<file path="config.mk">
export PLATFORM = sky130hd
export DESIGN_NAME = pendulum_cascade_pid
export DESIGN_NICKNAME = d
export VERILOG_FILES = /design/src/design/pcp_pkg.sv /design/src/design/pendulum_cascade_pid.sv /design/src/design/pcp_mac.sv /design/src/design/pcp_ctrl.sv
export SDC_FILE = /design/constraint.sdc
export NUM_CORES = 1
export LEC_CHECK = 0
export BUFFER_PORTS_ARGS = -buffer_cell sky130_fd_sc_hd__buf_2
export CAP_MARGIN = 20
export CORE_ASPECT_RATIO = 0.6
export CORE_MARGIN = 1
export CORE_UTILIZATION = 35
export CTS_CLUSTER_DIAMETER = 100
export DETAILED_ROUTE_END_ITERATION = 6
export PLACE_DENSITY = 0.47
export SLEW_MARGIN = 20
export SYNTH_ARGS = -nofsm -noshare
export SYNTH_HDL_FRONTEND = slang
export SYNTH_SLANG_ARGS = --single-unit
</file>
<file path="constraint.sdc">
create_clock -name clk -period 16.3 [get_ports clk]
set_input_delay 3.26 -clock clk [delete_from_list [all_inputs] [get_ports clk]]
set_output_delay 3.26 -clock clk [all_outputs]
set_load 0.01 [all_outputs]
</file>
<file path="src/design/pcp_pkg.sv">
// Shared types, constants and helpers of the pendulum cascade balance controller.
// No dependencies; every other file of the block imports this package.
package pcp_pkg;

    localparam int ADC_BITS   = 12;
    localparam int DRIVE_BITS = 14;

    localparam int ENC_W      = 16;
    localparam int KEY_W      = 3;
    localparam int KP_W       = 8;
    localparam int KD_W       = 8;
    localparam int SKP_W      = 10;
    localparam int SKI_W      = 8;
    localparam int ILIM_W     = 15;
    localparam int LIM_W      = 13;
    localparam int TURN_W     = 13;

    localparam int ERR_W      = ADC_BITS + 1;
    localparam int DIFF_W     = ADC_BITS + 2;
    localparam int TERM_W     = LIM_W + 1;
    localparam int SUM_W      = TERM_W + 2;
    localparam int CLAMP_IN_W = 28;
    localparam int FILT_W     = 32;
    localparam int INTEG_W    = 32;
    localparam int SWING_W    = 7;

    localparam int MAC_W      = 50;
    localparam int MPY_W      = 16;
    localparam int FRAC_BITS  = 15;
    localparam int FLT_SHIFT  = 16;
    localparam int SPEED_ALIGN = 8;
    localparam int SP_SHIFT   = FRAC_BITS + SPEED_ALIGN;

    localparam int CFG_IDX_W  = 3;
    localparam int CFG_DATA_W = 15;
    localparam int IN_DATA_W  = ((ADC_BITS + ENC_W + 7) / 8) * 8;
    localparam int IN_USER_W  = 1 + KEY_W;
    localparam int OUT_DATA_W = ((2 * DRIVE_BITS + 7) / 8) * 8;

    localparam logic [ADC_BITS-1:0]   WIN_LOW    = ADC_BITS'(400);
    localparam logic [ADC_BITS-1:0]   WIN_HIGH   = ADC_BITS'(1700);
    localparam logic [DRIVE_BITS-1:0] DRIVE_MAX  = '1;
    localparam logic [DRIVE_BITS-1:0] SWING_DUTY = DRIVE_BITS'(2000);
    localparam logic [SWING_W-1:0]    SWING_HALF = SWING_W'(59);
    localparam logic [SWING_W-1:0]    SWING_END  = SWING_W'(119);
    localparam logic [MPY_W-1:0]      NEW_WEIGHT = MPY_W'(19661);
    localparam logic [MPY_W-1:0]      OLD_WEIGHT = MPY_W'(45875);
    localparam logic [MAC_W-1:0]      ROUND_HALF = MAC_W'(1) << (FLT_SHIFT - 1);
    localparam logic [MAC_W-1:0]      SP_BIAS    = (MAC_W'(1) << SP_SHIFT) - MAC_W'(1);

    localparam logic [KEY_W-1:0] KEY_SWING     = KEY_W'(1);
    localparam logic [KEY_W-1:0] KEY_BAL_LO    = KEY_W'(3);
    localparam logic [KEY_W-1:0] KEY_SWING_OUT = KEY_W'(4);
    localparam logic [KEY_W-1:0] KEY_TURN      = KEY_W'(6);
    localparam logic [KEY_W-1:0] KEY_BAL_HI    = KEY_W'(6);

    typedef enum logic [CFG_IDX_W-1:0] {
        CFG_TARGET_ANGLE   = 3'd0,
        CFG_UPRIGHT_KP     = 3'd1,
        CFG_UPRIGHT_KD     = 3'd2,
        CFG_SPEED_KP       = 3'd3,
        CFG_SPEED_KI       = 3'd4,
        CFG_INTEGRAL_LIMIT = 3'd5,
        CFG_DRIVE_LIMIT    = 3'd6,
        CFG_TURN_OFFSET    = 3'd7
    } cfg_reg_t;

    typedef struct packed {
        logic [ADC_BITS-1:0]      target_angle;
        logic [KP_W-1:0]          upright_kp;
        logic [KD_W-1:0]          upright_kd;
        logic [SKP_W-1:0]         speed_kp;
        logic [SKI_W-1:0]         speed_ki;
        logic [ILIM_W-1:0]        integral_limit;
        logic [LIM_W-1:0]         drive_limit;
        logic signed [TURN_W-1:0] turn_offset;
    } cfg_t;

    localparam cfg_t CFG_RESET = '{
        target_angle:   ADC_BITS'(1050),
        upright_kp:     KP_W'(14),
        upright_kd:     KD_W'(35),
        speed_kp:       SKP_W'(336),
        speed_ki:       SKI_W'(77),
        integral_limit: ILIM_W'(1000),
        drive_limit:    LIM_W'(7000),
        turn_offset:    TURN_W'(1000)
    };

    typedef struct packed {
        logic [DRIVE_BITS-1:0] fw;
        logic [DRIVE_BITS-1:0] rv;
        logic                  bal;
    } res_t;

    typedef struct packed {
        logic start;
        logic clear;
    } mac_ctl_t;

    typedef enum logic [3:0] {
        ST_IDLE,
        ST_DECODE,
        ST_MUL_LOAD,
        ST_MUL_RUN,
        ST_UP_CLAMP,
        ST_FLT_ROUND,
        ST_INTEG,
        ST_SP_CLAMP,
        ST_SUM,
        ST_FINISH
    } state_t;

    typedef enum logic [2:0] {
        OP_UP_KP,
        OP_UP_KD,
        OP_FLT_NEW,
        OP_FLT_OLD,
        OP_SP_KP,
        OP_SP_KI
    } mul_op_t;

    function automatic logic signed [TERM_W-1:0] clamp_term(
        input logic signed [CLAMP_IN_W-1:0] x,
        input logic [LIM_W-1:0]             lim
    );
        logic signed [CLAMP_IN_W-1:0] l;
        logic signed [CLAMP_IN_W-1:0] r;
        l = $signed(CLAMP_IN_W'(lim));
        if (x > l)
        begin
            r = l;
        end
        else if (x < -l)
        begin
            r = -l;
        end
        else
        begin
            r = x;
        end
        return TERM_W'(r);
    endfunction

endpackage

</file>
<file path="src/design/pendulum_cascade_pid.sv">
// Top level of the pendulum cascade balance controller: config registers, output register.
// Depends on pcp_pkg, pcp_mac and pcp_ctrl.
//
// One input beat is one control tick and yields exactly one output beat. A balance tick runs
// up to six products through one serial shift-add multiplier that retires one multiplier bit
// per cycle and stops at the highest set bit of the gain: upright kp and kd (8 bits each), the
// two speed filter weights (15 and 16 bits), speed kp (10 bits) and ki (8 bits), so small
// gains finish sooner; an input outside the angle window with a balance key runs only the two
// speed filter products. One tick is worked on at a time; a finished result sits in the
// output register so the next tick can be accepted while it waits.
module pendulum_cascade_pid (
    input  logic                              clk,
    input  logic                              rst_n,
    input  logic                              s_axis_tvalid,
    output logic                              s_axis_tready,
    // angle_sample [11:0], encoder_count [27:12], zero fill above
    input  logic [pcp_pkg::IN_DATA_W-1:0]     s_axis_tdata,
    // run_enable [0], mode_key [3:1]
    input  logic [pcp_pkg::IN_USER_W-1:0]     s_axis_tuser,
    output logic                              m_axis_tvalid,
    input  logic                              m_axis_tready,
    // drive_forward [13:0], drive_reverse [27:14], zero fill above
    output logic [pcp_pkg::OUT_DATA_W-1:0]    m_axis_tdata,
    // balancing [0]
    output logic                              m_axis_tuser,
    input  logic                              cfg_valid,
    output logic                              cfg_ready,
    input  logic [pcp_pkg::CFG_IDX_W-1:0]     cfg_index,
    input  logic [pcp_pkg::CFG_DATA_W-1:0]    cfg_data
);
    import pcp_pkg::*;

    cfg_t cfg_reg, cfg_next;
    logic out_valid_reg, out_valid_next;
    res_t out_res_reg, out_res_next;

    logic                    res_valid;
    logic                    res_ready;
    res_t                    res;
    mac_ctl_t                mac_ctl;
    logic signed [MAC_W-1:0] mac_mcand;
    logic [MPY_W-1:0]        mac_mplier;
    logic                    mac_busy;
    logic signed [MAC_W-1:0] mac_acc;

    assign cfg_ready = 1'b1;

    always_comb
    begin
        cfg_next = cfg_reg;
        if (cfg_valid && cfg_ready)
        begin
            unique case (cfg_reg_t'(cfg_index))
                CFG_TARGET_ANGLE:   cfg_next.target_angle   = cfg_data[ADC_BITS-1:0];
                CFG_UPRIGHT_KP:     cfg_next.upright_kp     = cfg_data[KP_W-1:0];
                CFG_UPRIGHT_KD:     cfg_next.upright_kd     = cfg_data[KD_W-1:0];
                CFG_SPEED_KP:       cfg_next.speed_kp       = cfg_data[SKP_W-1:0];
                CFG_SPEED_KI:       cfg_next.speed_ki       = cfg_data[SKI_W-1:0];
                CFG_INTEGRAL_LIMIT: cfg_next.integral_limit = cfg_data[ILIM_W-1:0];
                CFG_DRIVE_LIMIT:    cfg_next.drive_limit    = cfg_data[LIM_W-1:0];
                CFG_TURN_OFFSET:    cfg_next.turn_offset    = $signed(cfg_data[TURN_W-1:0]);
                default:            cfg_next = cfg_reg;
            endcase
        end
    end

    assign res_ready = !out_valid_reg || m_axis_tready;

    always_comb
    begin
        out_valid_next = out_valid_reg;
        out_res_next   = out_res_reg;
        if (res_valid && res_ready)
        begin
            out_valid_next = 1'b1;
            out_res_next   = res;
        end
        else if (m_axis_tready)
        begin
            out_valid_next = 1'b0;
        end
    end

    always_ff @(posedge clk or negedge rst_n)
    begin
        if (!rst_n)
        begin
            cfg_reg       <= CFG_RESET;
            out_valid_reg <= 1'b0;
        end
        else
        begin
            cfg_reg       <= cfg_next;
            out_valid_reg <= out_valid_next;
        end
    end

    always_ff @(posedge clk)
    begin
        out_res_reg <= out_res_next;
    end

    assign m_axis_tvalid = out_valid_reg;
    assign m_axis_tdata  = OUT_DATA_W'({out_res_reg.rv, out_res_reg.fw});
    assign m_axis_tuser  = out_res_reg.bal;

    pcp_mac u_mac (
        .clk    (clk),
        .rst_n  (rst_n),
        .ctl    (mac_ctl),
        .mcand  (mac_mcand),
        .mplier (mac_mplier),
        .busy   (mac_busy),
        .acc    (mac_acc)
    );

    pcp_ctrl u_ctrl (
        .clk        (clk),
        .rst_n      (rst_n),
        .cfg        (cfg_reg),
        .in_valid   (s_axis_tvalid),
        .in_ready   (s_axis_tready),
        .in_angle   (s_axis_tdata[ADC_BITS-1:0]),
        .in_encoder (s_axis_tdata[ADC_BITS +: ENC_W]),
        .in_run     (s_axis_tuser[0]),
        .in_key     (s_axis_tuser[1 +: KEY_W]),
        .res_valid  (res_valid),
        .res_ready  (res_ready),
        .res        (res),
        .mac_ctl    (mac_ctl),
        .mac_mcand  (mac_mcand),
        .mac_mplier (mac_mplier),
        .mac_busy   (mac_busy),
        .mac_acc    (mac_acc)
    );

endmodule

</file>
<file path="src/design/pcp_mac.sv">
// Serial shift-add multiply-accumulate unit: one multiplier bit per cycle.
// Depends on pcp_pkg for widths and the control struct.
module pcp_mac (
    input  logic                             clk,
    input  logic                             rst_n,
    input  pcp_pkg::mac_ctl_t                ctl,
    input  logic signed [pcp_pkg::MAC_W-1:0] mcand,
    input  logic [pcp_pkg::MPY_W-1:0]        mplier,
    output logic                             busy,
    output logic signed [pcp_pkg::MAC_W-1:0] acc
);
    import pcp_pkg::*;

    logic [MPY_W-1:0]        mplier_reg, mplier_next;
    logic signed [MAC_W-1:0] mcand_reg, mcand_next;
    logic signed [MAC_W-1:0] acc_reg, acc_next;

    always_comb
    begin
        mplier_next = mplier_reg;
        mcand_next  = mcand_reg;
        acc_next    = acc_reg;
        if (ctl.start)
        begin
            mplier_next = mplier;
            mcand_next  = mcand;
            if (ctl.clear)
            begin
                acc_next = '0;
            end
        end
        else if (mplier_reg != '0)
        begin
            if (mplier_reg[0])
            begin
                acc_next = acc_reg + mcand_reg;
            end
            mcand_next  = mcand_reg <<< 1;
            mplier_next = mplier_reg >> 1;
        end
    end

    always_ff @(posedge clk or negedge rst_n)
    begin
        if (!rst_n)
        begin
            mplier_reg <= '0;
        end
        else
        begin
            mplier_reg <= mplier_next;
        end
    end

    always_ff @(posedge clk)
    begin
        mcand_reg <= mcand_next;
        acc_reg   <= acc_next;
    end

    assign busy = (mplier_reg != '0);
    assign acc  = acc_reg;

endmodule

</file>
<file path="src/design/pcp_ctrl.sv">
// Control sequencer and loop state of the balance controller.
// Depends on pcp_pkg; drives the serial multiplier pcp_mac through its operand ports.
module pcp_ctrl (
    input  logic                                clk,
    input  logic                                rst_n,
    input  pcp_pkg::cfg_t                       cfg,
    input  logic                                in_valid,
    output logic                                in_ready,
    input  logic [pcp_pkg::ADC_BITS-1:0]        in_angle,
    input  logic [pcp_pkg::ENC_W-1:0]           in_encoder,
    input  logic                                in_run,
    input  logic [pcp_pkg::KEY_W-1:0]           in_key,
    output logic                                res_valid,
    input  logic                                res_ready,
    output pcp_pkg::res_t                       res,
    output pcp_pkg::mac_ctl_t                   mac_ctl,
    output logic signed [pcp_pkg::MAC_W-1:0]    mac_mcand,
    output logic [pcp_pkg::MPY_W-1:0]           mac_mplier,
    input  logic                                mac_busy,
    input  logic signed [pcp_pkg::MAC_W-1:0]    mac_acc
);
    import pcp_pkg::*;

    state_t  state_reg, state_next;
    mul_op_t op_reg, op_next;

    logic [ADC_BITS-1:0]      angle_reg, angle_next;
    logic [ENC_W-1:0]         enc_reg, enc_next;
    logic                     run_reg, run_next;
    logic [KEY_W-1:0]         key_reg, key_next;

    logic signed [ERR_W-1:0]   err_reg, err_next;
    logic signed [DIFF_W-1:0]  diff_reg, diff_next;
    logic signed [ERR_W-1:0]   prev_err_reg, prev_err_next;
    logic signed [FILT_W-1:0]  filt_reg, filt_next;
    logic signed [INTEG_W-1:0] integ_reg, integ_next;
    logic [SWING_W-1:0]        swing_reg, swing_next;
    logic [DRIVE_BITS-1:0]     held_fw_reg, held_fw_next;
    logic [DRIVE_BITS-1:0]     held_rv_reg, held_rv_next;
    logic signed [TERM_W-1:0]  up_reg, up_next;
    logic signed [TERM_W-1:0]  sp_reg, sp_next;
    res_t                      res_reg, res_next;

    logic                        in_win;
    logic                        bal_key;
    logic signed [ERR_W-1:0]     err_now;
    logic signed [DIFF_W-1:0]    diff_now;
    logic signed [ENC_W:0]       spd;
    logic [DRIVE_BITS-1:0]       swing_fw;
    logic [DRIVE_BITS-1:0]       swing_rv;
    logic [SWING_W-1:0]          swing_adv;
    logic signed [MAC_W-1:0]     flt_round;
    logic signed [INTEG_W:0]     isum;
    logic signed [INTEG_W:0]     ilim;
    logic signed [INTEG_W-1:0]   integ_new;
    logic signed [MAC_W-1:0]     sp_add;
    logic signed [SUM_W-1:0]     sum;
    logic [SUM_W-1:0]            sum_mag;
    logic [DRIVE_BITS-1:0]       sum_sat;

    // shared arithmetic
    always_comb
    begin
        in_win   = (angle_reg > WIN_LOW) && (angle_reg < WIN_HIGH);
        bal_key  = (key_reg >= KEY_BAL_LO) && (key_reg <= KEY_BAL_HI);
        err_now  = $signed({1'b0, cfg.target_angle}) - $signed({1'b0, angle_reg});
        diff_now = DIFF_W'(err_now) - DIFF_W'(prev_err_reg);
        spd      = -$signed({enc_reg[ENC_W-1], enc_reg});

        if (swing_reg < SWING_HALF)
        begin
            swing_fw = SWING_DUTY;
            swing_rv = '0;
        end
        else
        begin
            swing_fw = '0;
            swing_rv = SWING_DUTY;
        end
        swing_adv = (swing_reg > SWING_END) ? SWING_W'(1) : swing_reg + SWING_W'(1);

        flt_round = mac_acc + $signed(ROUND_HALF);

        isum = (INTEG_W+1)'(integ_reg) + (INTEG_W+1)'(filt_reg);
        ilim = $signed((INTEG_W+1)'({cfg.integral_limit, FRAC_BITS'(0)}));
        if (isum > ilim)
        begin
            integ_new = INTEG_W'(ilim);
        end
        else if (isum < -ilim)
        begin
            integ_new = INTEG_W'(-ilim);
        end
        else
        begin
            integ_new = INTEG_W'(isum);
        end

        // truncation toward zero: bias negative values before the shift
        sp_add = mac_acc + (mac_acc[MAC_W-1] ? $signed(SP_BIAS) : $signed(MAC_W'(0)));

        sum = SUM_W'(up_reg) + SUM_W'(sp_reg)
            + ((key_reg == KEY_TURN) ? SUM_W'($signed(cfg.turn_offset)) : SUM_W'(0));
        sum_mag = sum[SUM_W-1] ? SUM_W'(-sum) : SUM_W'(sum);
        sum_sat = (sum_mag > SUM_W'(DRIVE_MAX)) ? DRIVE_MAX : sum_mag[DRIVE_BITS-1:0];
    end

    // next state
    always_comb
    begin
        state_next = state_reg;
        op_next    = op_reg;
        unique case (state_reg)
            ST_IDLE:
            begin
                if (in_valid)
                begin
                    state_next = ST_DECODE;
                end
            end
            ST_DECODE:
            begin
                if (run_reg && bal_key)
                begin
                    state_next = ST_MUL_LOAD;
                    op_next    = in_win ? OP_UP_KP : OP_FLT_NEW;
                end
                else
                begin
                    state_next = ST_FINISH;
                end
            end
            ST_MUL_LOAD:
            begin
                state_next = ST_MUL_RUN;
            end
            ST_MUL_RUN:
            begin
                if (!mac_busy)
                begin
                    unique case (op_reg)
                        OP_UP_KP:
                        begin
                            op_next    = OP_UP_KD;
                            state_next = ST_MUL_LOAD;
                        end
                        OP_UP_KD:   state_next = ST_UP_CLAMP;
                        OP_FLT_NEW:
                        begin
                            op_next    = OP_FLT_OLD;
                            state_next = ST_MUL_LOAD;
                        end
                        OP_FLT_OLD: state_next = ST_FLT_ROUND;
                        OP_SP_KP:
                        begin
                            op_next    = OP_SP_KI;
                            state_next = ST_MUL_LOAD;
                        end
                        OP_SP_KI:   state_next = ST_SP_CLAMP;
                        default:    state_next = ST_IDLE;
                    endcase
                end
            end
            ST_UP_CLAMP:
            begin
                op_next    = OP_FLT_NEW;
                state_next = ST_MUL_LOAD;
            end
            ST_FLT_ROUND:
            begin
                state_next = in_win ? ST_INTEG : ST_FINISH;
            end
            ST_INTEG:
            begin
                op_next    = OP_SP_KP;
                state_next = ST_MUL_LOAD;
            end
            ST_SP_CLAMP: state_next = ST_SUM;
            ST_SUM:      state_next = ST_FINISH;
            ST_FINISH:
            begin
                if (res_ready)
                begin
                    state_next = ST_IDLE;
                end
            end
            default: state_next = ST_IDLE;
        endcase
    end

    // outputs
    always_comb
    begin
        in_ready      = (state_reg == ST_IDLE);
        res_valid     = (state_reg == ST_FINISH);
        res           = res_reg;
        mac_ctl.start = (state_reg == ST_MUL_LOAD);
        mac_ctl.clear = 1'b0;
        unique case (op_reg)
            OP_UP_KP:
            begin
                mac_mcand     = MAC_W'(err_reg);
                mac_mplier    = MPY_W'(cfg.upright_kp);
                mac_ctl.clear = 1'b1;
            end
            OP_UP_KD:
            begin
                mac_mcand  = MAC_W'(diff_reg);
                mac_mplier = MPY_W'(cfg.upright_kd);
            end
            OP_FLT_NEW:
            begin
                mac_mcand     = MAC_W'(spd) <<< FRAC_BITS;
                mac_mplier    = NEW_WEIGHT;
                mac_ctl.clear = 1'b1;
            end
            OP_FLT_OLD:
            begin
                mac_mcand  = MAC_W'(filt_reg);
                mac_mplier = OLD_WEIGHT;
            end
            OP_SP_KP:
            begin
                mac_mcand     = MAC_W'(filt_reg) <<< SPEED_ALIGN;
                mac_mplier    = MPY_W'(cfg.speed_kp);
                mac_ctl.clear = 1'b1;
            end
            OP_SP_KI:
            begin
                mac_mcand  = MAC_W'(integ_reg);
                mac_mplier = MPY_W'(cfg.speed_ki);
            end
            default:
            begin
                mac_mcand  = '0;
                mac_mplier = '0;
            end
        endcase
    end

    // datapath
    always_comb
    begin
        angle_next    = angle_reg;
        enc_next      = enc_reg;
        run_next      = run_reg;
        key_next      = key_reg;
        err_next      = err_reg;
        diff_next     = diff_reg;
        prev_err_next = prev_err_reg;
        filt_next     = filt_reg;
        integ_next    = integ_reg;
        swing_next    = swing_reg;
        held_fw_next  = held_fw_reg;
        held_rv_next  = held_rv_reg;
        up_next       = up_reg;
        sp_next       = sp_reg;
        res_next      = res_reg;
        unique case (state_reg)
            ST_IDLE:
            begin
                if (in_valid)
                begin
                    angle_next = in_angle;
                    enc_next   = in_encoder;
                    run_next   = in_run;
                    key_next   = in_key;
                end
            end
            ST_DECODE:
            begin
                priority if (!run_reg)
                begin
                    res_next     = '0;
                    held_fw_next = '0;
                    held_rv_next = '0;
                end
                else if (key_reg == KEY_SWING)
                begin
                    res_next     = '{fw: swing_fw, rv: swing_rv, bal: 1'b0};
                    held_fw_next = swing_fw;
                    held_rv_next = swing_rv;
                    swing_next   = swing_adv;
                end
                else if (bal_key)
                begin
                    if (in_win)
                    begin
                        err_next      = err_now;
                        diff_next     = diff_now;
                        prev_err_next = err_now;
                    end
                end
                else
                begin
                    res_next = '{fw: held_fw_reg, rv: held_rv_reg, bal: 1'b0};
                end
            end
            ST_UP_CLAMP:
            begin
                up_next = clamp_term($signed(mac_acc[CLAMP_IN_W-1:0]), cfg.drive_limit);
            end
            ST_FLT_ROUND:
            begin
                filt_next = flt_round[FILT_W+FLT_SHIFT-1:FLT_SHIFT];
                if (!in_win)
                begin
                    integ_next = '0;
                    if (key_reg == KEY_SWING_OUT)
                    begin
                        res_next     = '{fw: swing_fw, rv: swing_rv, bal: 1'b0};
                        held_fw_next = swing_fw;
                        held_rv_next = swing_rv;
                        swing_next   = swing_adv;
                    end
                    else
                    begin
                        res_next     = '0;
                        held_fw_next = '0;
                        held_rv_next = '0;
                    end
                end
            end
            ST_INTEG:
            begin
                integ_next = integ_new;
            end
            ST_SP_CLAMP:
            begin
                sp_next = clamp_term(CLAMP_IN_W'($signed(sp_add[MAC_W-1:SP_SHIFT])),
                                     cfg.drive_limit);
            end
            ST_SUM:
            begin
                if (sum[SUM_W-1])
                begin
                    res_next     = '{fw: sum_sat, rv: '0, bal: 1'b1};
                    held_fw_next = sum_sat;
                    held_rv_next = '0;
                end
                else
                begin
                    res_next     = '{fw: '0, rv: sum_sat, bal: 1'b1};
                    held_fw_next = '0;
                    held_rv_next = sum_sat;
                end
            end
            default:
            begin
                res_next = res_reg;
            end
        endcase
    end

    always_ff @(posedge clk or negedge rst_n)
    begin
        if (!rst_n)
        begin
            state_reg    <= ST_IDLE;
            op_reg       <= OP_UP_KP;
            err_reg      <= '0;
            diff_reg     <= '0;
            prev_err_reg <= '0;
            filt_reg     <= '0;
            integ_reg    <= '0;
            swing_reg    <= '0;
            held_fw_reg  <= '0;
            held_rv_reg  <= '0;
            up_reg       <= '0;
            sp_reg       <= '0;
            res_reg      <= '0;
        end
        else
        begin
            state_reg    <= state_next;
            op_reg       <= op_next;
            err_reg      <= err_next;
            diff_reg     <= diff_next;
            prev_err_reg <= prev_err_next;
            filt_reg     <= filt_next;
            integ_reg    <= integ_next;
            swing_reg    <= swing_next;
            held_fw_reg  <= held_fw_next;
            held_rv_reg  <= held_rv_next;
            up_reg       <= up_next;
            sp_reg       <= sp_next;
            res_reg      <= res_next;
        end
    end

    always_ff @(posedge clk)
    begin
        angle_reg <= angle_next;
        enc_reg   <= enc_next;
        run_reg   <= run_next;
        key_reg   <= key_next;
    end

    a_idle_mac_quiet: assert property (@(posedge clk) disable iff (!rst_n)
        (state_reg == ST_IDLE) |-> !mac_busy)
        else $error("multiplier still running while idle");

    a_accept_decode: assert property (@(posedge clk) disable iff (!rst_n)
        (in_valid && in_ready) |=> (state_reg == ST_DECODE))
        else $error("accepted beat not decoded next cycle");

    a_swing_range: assert property (@(posedge clk) disable iff (!rst_n)
        swing_reg <= SWING_END + SWING_W'(1))
        else $error("swing phase out of range");

    a_one_direction: assert property (@(posedge clk) disable iff (!rst_n)
        !((res_reg.fw != '0) && (res_reg.rv != '0)))
        else $error("both drive directions active");

endmodule

</file>
==> results.tsv <==
metric	value	unit
multi_input_area	18600	um2
tns	0	ns
die_h	236	um
fin_nets	3791	
ir_worst_vdd	0.000131	V
synth_seq_area_share	38.4	%
synthCells	3425	
ant_nets	0	
holdBufCountCts	0	
drtIter0Drc	2411	
path_cells	ha_1 > a2111o_1 > o21bai_1 > a41o_1 > o2111a_1 > o21ai_0 > o21ai_0 > a21oi_1 > xnor2_1 > ha_1 > nand3_1 > nor2_1 > nand4_1 > or4_1 > nor4_1 > nand4b_1 > nor4_1 > o211ai_1 > buf_4 > a211oi_1 > buf_4 > a22o_1	
maxCapViolCount	0	
power.density	210	nW/um2
synth.area.mux_share	5.63	%
gp_congestion	0.886	
grt_max_degree	136	
ys_types	85	
dp_hpwl	77900	um
cts_setup_buffers	0	
syn_avg_cell_area	9.30	um2
worst-path-max-fanout	20	
worstPathArrival	7.16	ns
cpPeakStageDelay	0.66	ns
die_area	92200	um2
io_pins	95	
rows	85	
antenna_found_initial	9	
vias_per_cell	5.57	
cts_buffers	49	
crit_path_start_kind	flop	
dpl_cell_area	33600	um2
finalSetupViolCount	0	
yosys_warnings	0	
cts_htree_levels	2	
layout_min_cycle_time	6.58	ns
hold_viol	0	
path_buf_inv	2	
critPathSlowestCell	or4_1	
largest_reg_flops	87	
synth_top_family_by_area	compound AO/OA/AOI/OAI gates	
drt-pass1-iter-count	5	
synth-simple-area-share	16.6	%
min_path_type	flop to flop	
start_util	35.4	%
area_growth	10.6	%
worst_skew_pair.late_latency	0.65	ns
grt_pass1_wl	155000	um
synth_compound_area_share	19.1	%
cts_tree	yes	
drcViolationCount	0	
final-seq-area	12200	um2
fin_skew	0.0385	ns
holdPathStages	0	
fp.dieW	391	um
finalCritPeriodShare	40.4	%
slew_headroom	28.9	%
synth-adder-area-share	11.3	%
grt_pass1_vias	23700	
async_reset_ff_share	64.6	%
grt-ovfl-total	0	
portBuffers	85	
synth_edf_count	161	
reg2reg_depth	22	
wl_per_cell	21.6	um
cts.clk_slew.worst_paths	0.06	ns
final_common_cell	nand2_1	
num_vias	26200	
synthFlopType	dfrtp_1	
crit_type	flop to flop	
cp.depth	22	
syn_area	31800	um2
tightest_slew	1.06	ns
layout-drive-gt1-share	11.8	%
grt_use_total	21.8	%
cpLargestDelayFamily	compound AO/OA/AOI/OAI gates	
n_antenna_cell	0	
endpoint_kind	flop	
cts_sinks	455	
coreArea	89900	um2
nFillCells	9117	
drt_wl_total	102000	um
slew_viol_final	0	
rsz0062_at_grt	no	
required	16.87	ns
most-common-layout-cells	353 x nand2_1, 277 x ha_1, 257 x nor2_1, 257 x dfrtp_1, 239 x o21ai_0	
synth_xor_area_share	5.28	%
synth_seq_cells	455	
cts-root-buf	clkbuf_16	
power_leakage	15.1	nW
fmax	152	MHz
stdcell_area	35200	um2
postCtsResizedCells	0	
outcome	complete, no violations	
clk_path_buf_depth	3	
final timing paths:
check                                    startpoint                   end  slack [ns]
max in group asynchronous                     rst_n           cfg_reg[40]       11.56
worst min register to register       u_ctrl.res[19]       m_axis_tdata[4]        0.45
worst min-delay path                 u_ctrl.res[19]       m_axis_tdata[4]        0.45
min in group asynchronous                     rst_n   u_ctrl.swing_reg[3]        2.58
worst max register to register  u_ctrl.filt_reg[10]  u_ctrl.integ_reg[13]        9.72
worst max-delay path            u_ctrl.filt_reg[10]  u_ctrl.integ_reg[13]        9.72
cell families after synthesis:
kind of cell | after synthesis
simple gates | 1102
compound gates | 937
flops | 455
buf+inv | 293
fa+ha+maj | 283
xor+xnor | 192
mux | 161
other cells | 2
report_power, final:
part | internal (mW) | total [mW] | switching (mW)
clock network | 0.642 | 1.17 | 0.524
registers | 1.76 | 2.22 | 0.465
logic | 1.56 | 4.01 | 2.46
through the flow:
stage	utilization, %	hold WS [ns]	total power [mW]	worst slack [ns]	cells
3_3_place_gp	37.4	0.431	6.17	9.82	4615
4_1_cts	39.2	0.451	7.38	9.73	4705
5_1_grt	39.2	0.458	8.00	9.18	4706
2_1_floorplan	-	0.425	4.98	9.41	3428
6_report	39.2	0.449	7.40	9.72	4706
3_5_place_dp	37.4	0.438	6.17	9.77	4615
synthesized netlist by cell type (11+ instances only):
library cell,number,area [um2]
a31oi_1,56,350
clkbuf_1,120,450
nor4_1,37,231
a221oi_1,30,263
and2_1,29,181
nand3_1,91,455
mux2_2,124,1400
xor2_1,69,604
nor3b_1,11,82.6
a21boi_0,12,90.1
and3_1,40,250
nor3_1,75,375
or3_1,29,181
o31ai_1,26,195
o221ai_1,16,140
a22oi_1,18,135
a21oi_1,213,1070
mux2i_1,35,350
o21a_1,47,353
nor2_1,258,968
nand2_1,354,1330
nand2b_1,30,188
edfxtp_1,161,4830
a211oi_1,23,173
nand4_1,45,282
or2_2,16,100
o21ai_0,240,1200
a22o_1,16,140
a21o_1,85,638
buf_2,11,55.1
dfstp_2,36,946
dfrtp_1,258,6460
nor2b_1,41,257
o21bai_1,15,113
o211ai_1,32,240
xnor2_1,123,1080
inv_1,139,522
buf_1,11,41.3
ha_1,277,3470
layout make-up:
class,instances,area share (%)
well taps,1218,4.33
repair buffers,124,2.11
clock buffers,62,3.73
clock inverters,28,0.891
multi-input cells,2680,52.7
inverters,139,1.48
flip-flops and latches,455,34.7
routing by layer:
layer | vias to the layer above | wire [um] | GRT usage [%]
met4 | 0 | 1270 | 3.26
met5 | - | 0 | 0
met1 | 12700 | 57600 | 38.6
li1 | 12700 | - | -
met2 | 756 | 35700 | 25.9
met3 | 81 | 7190 | 3.79
Note: power is estimated with default switching activity, not from simulation.
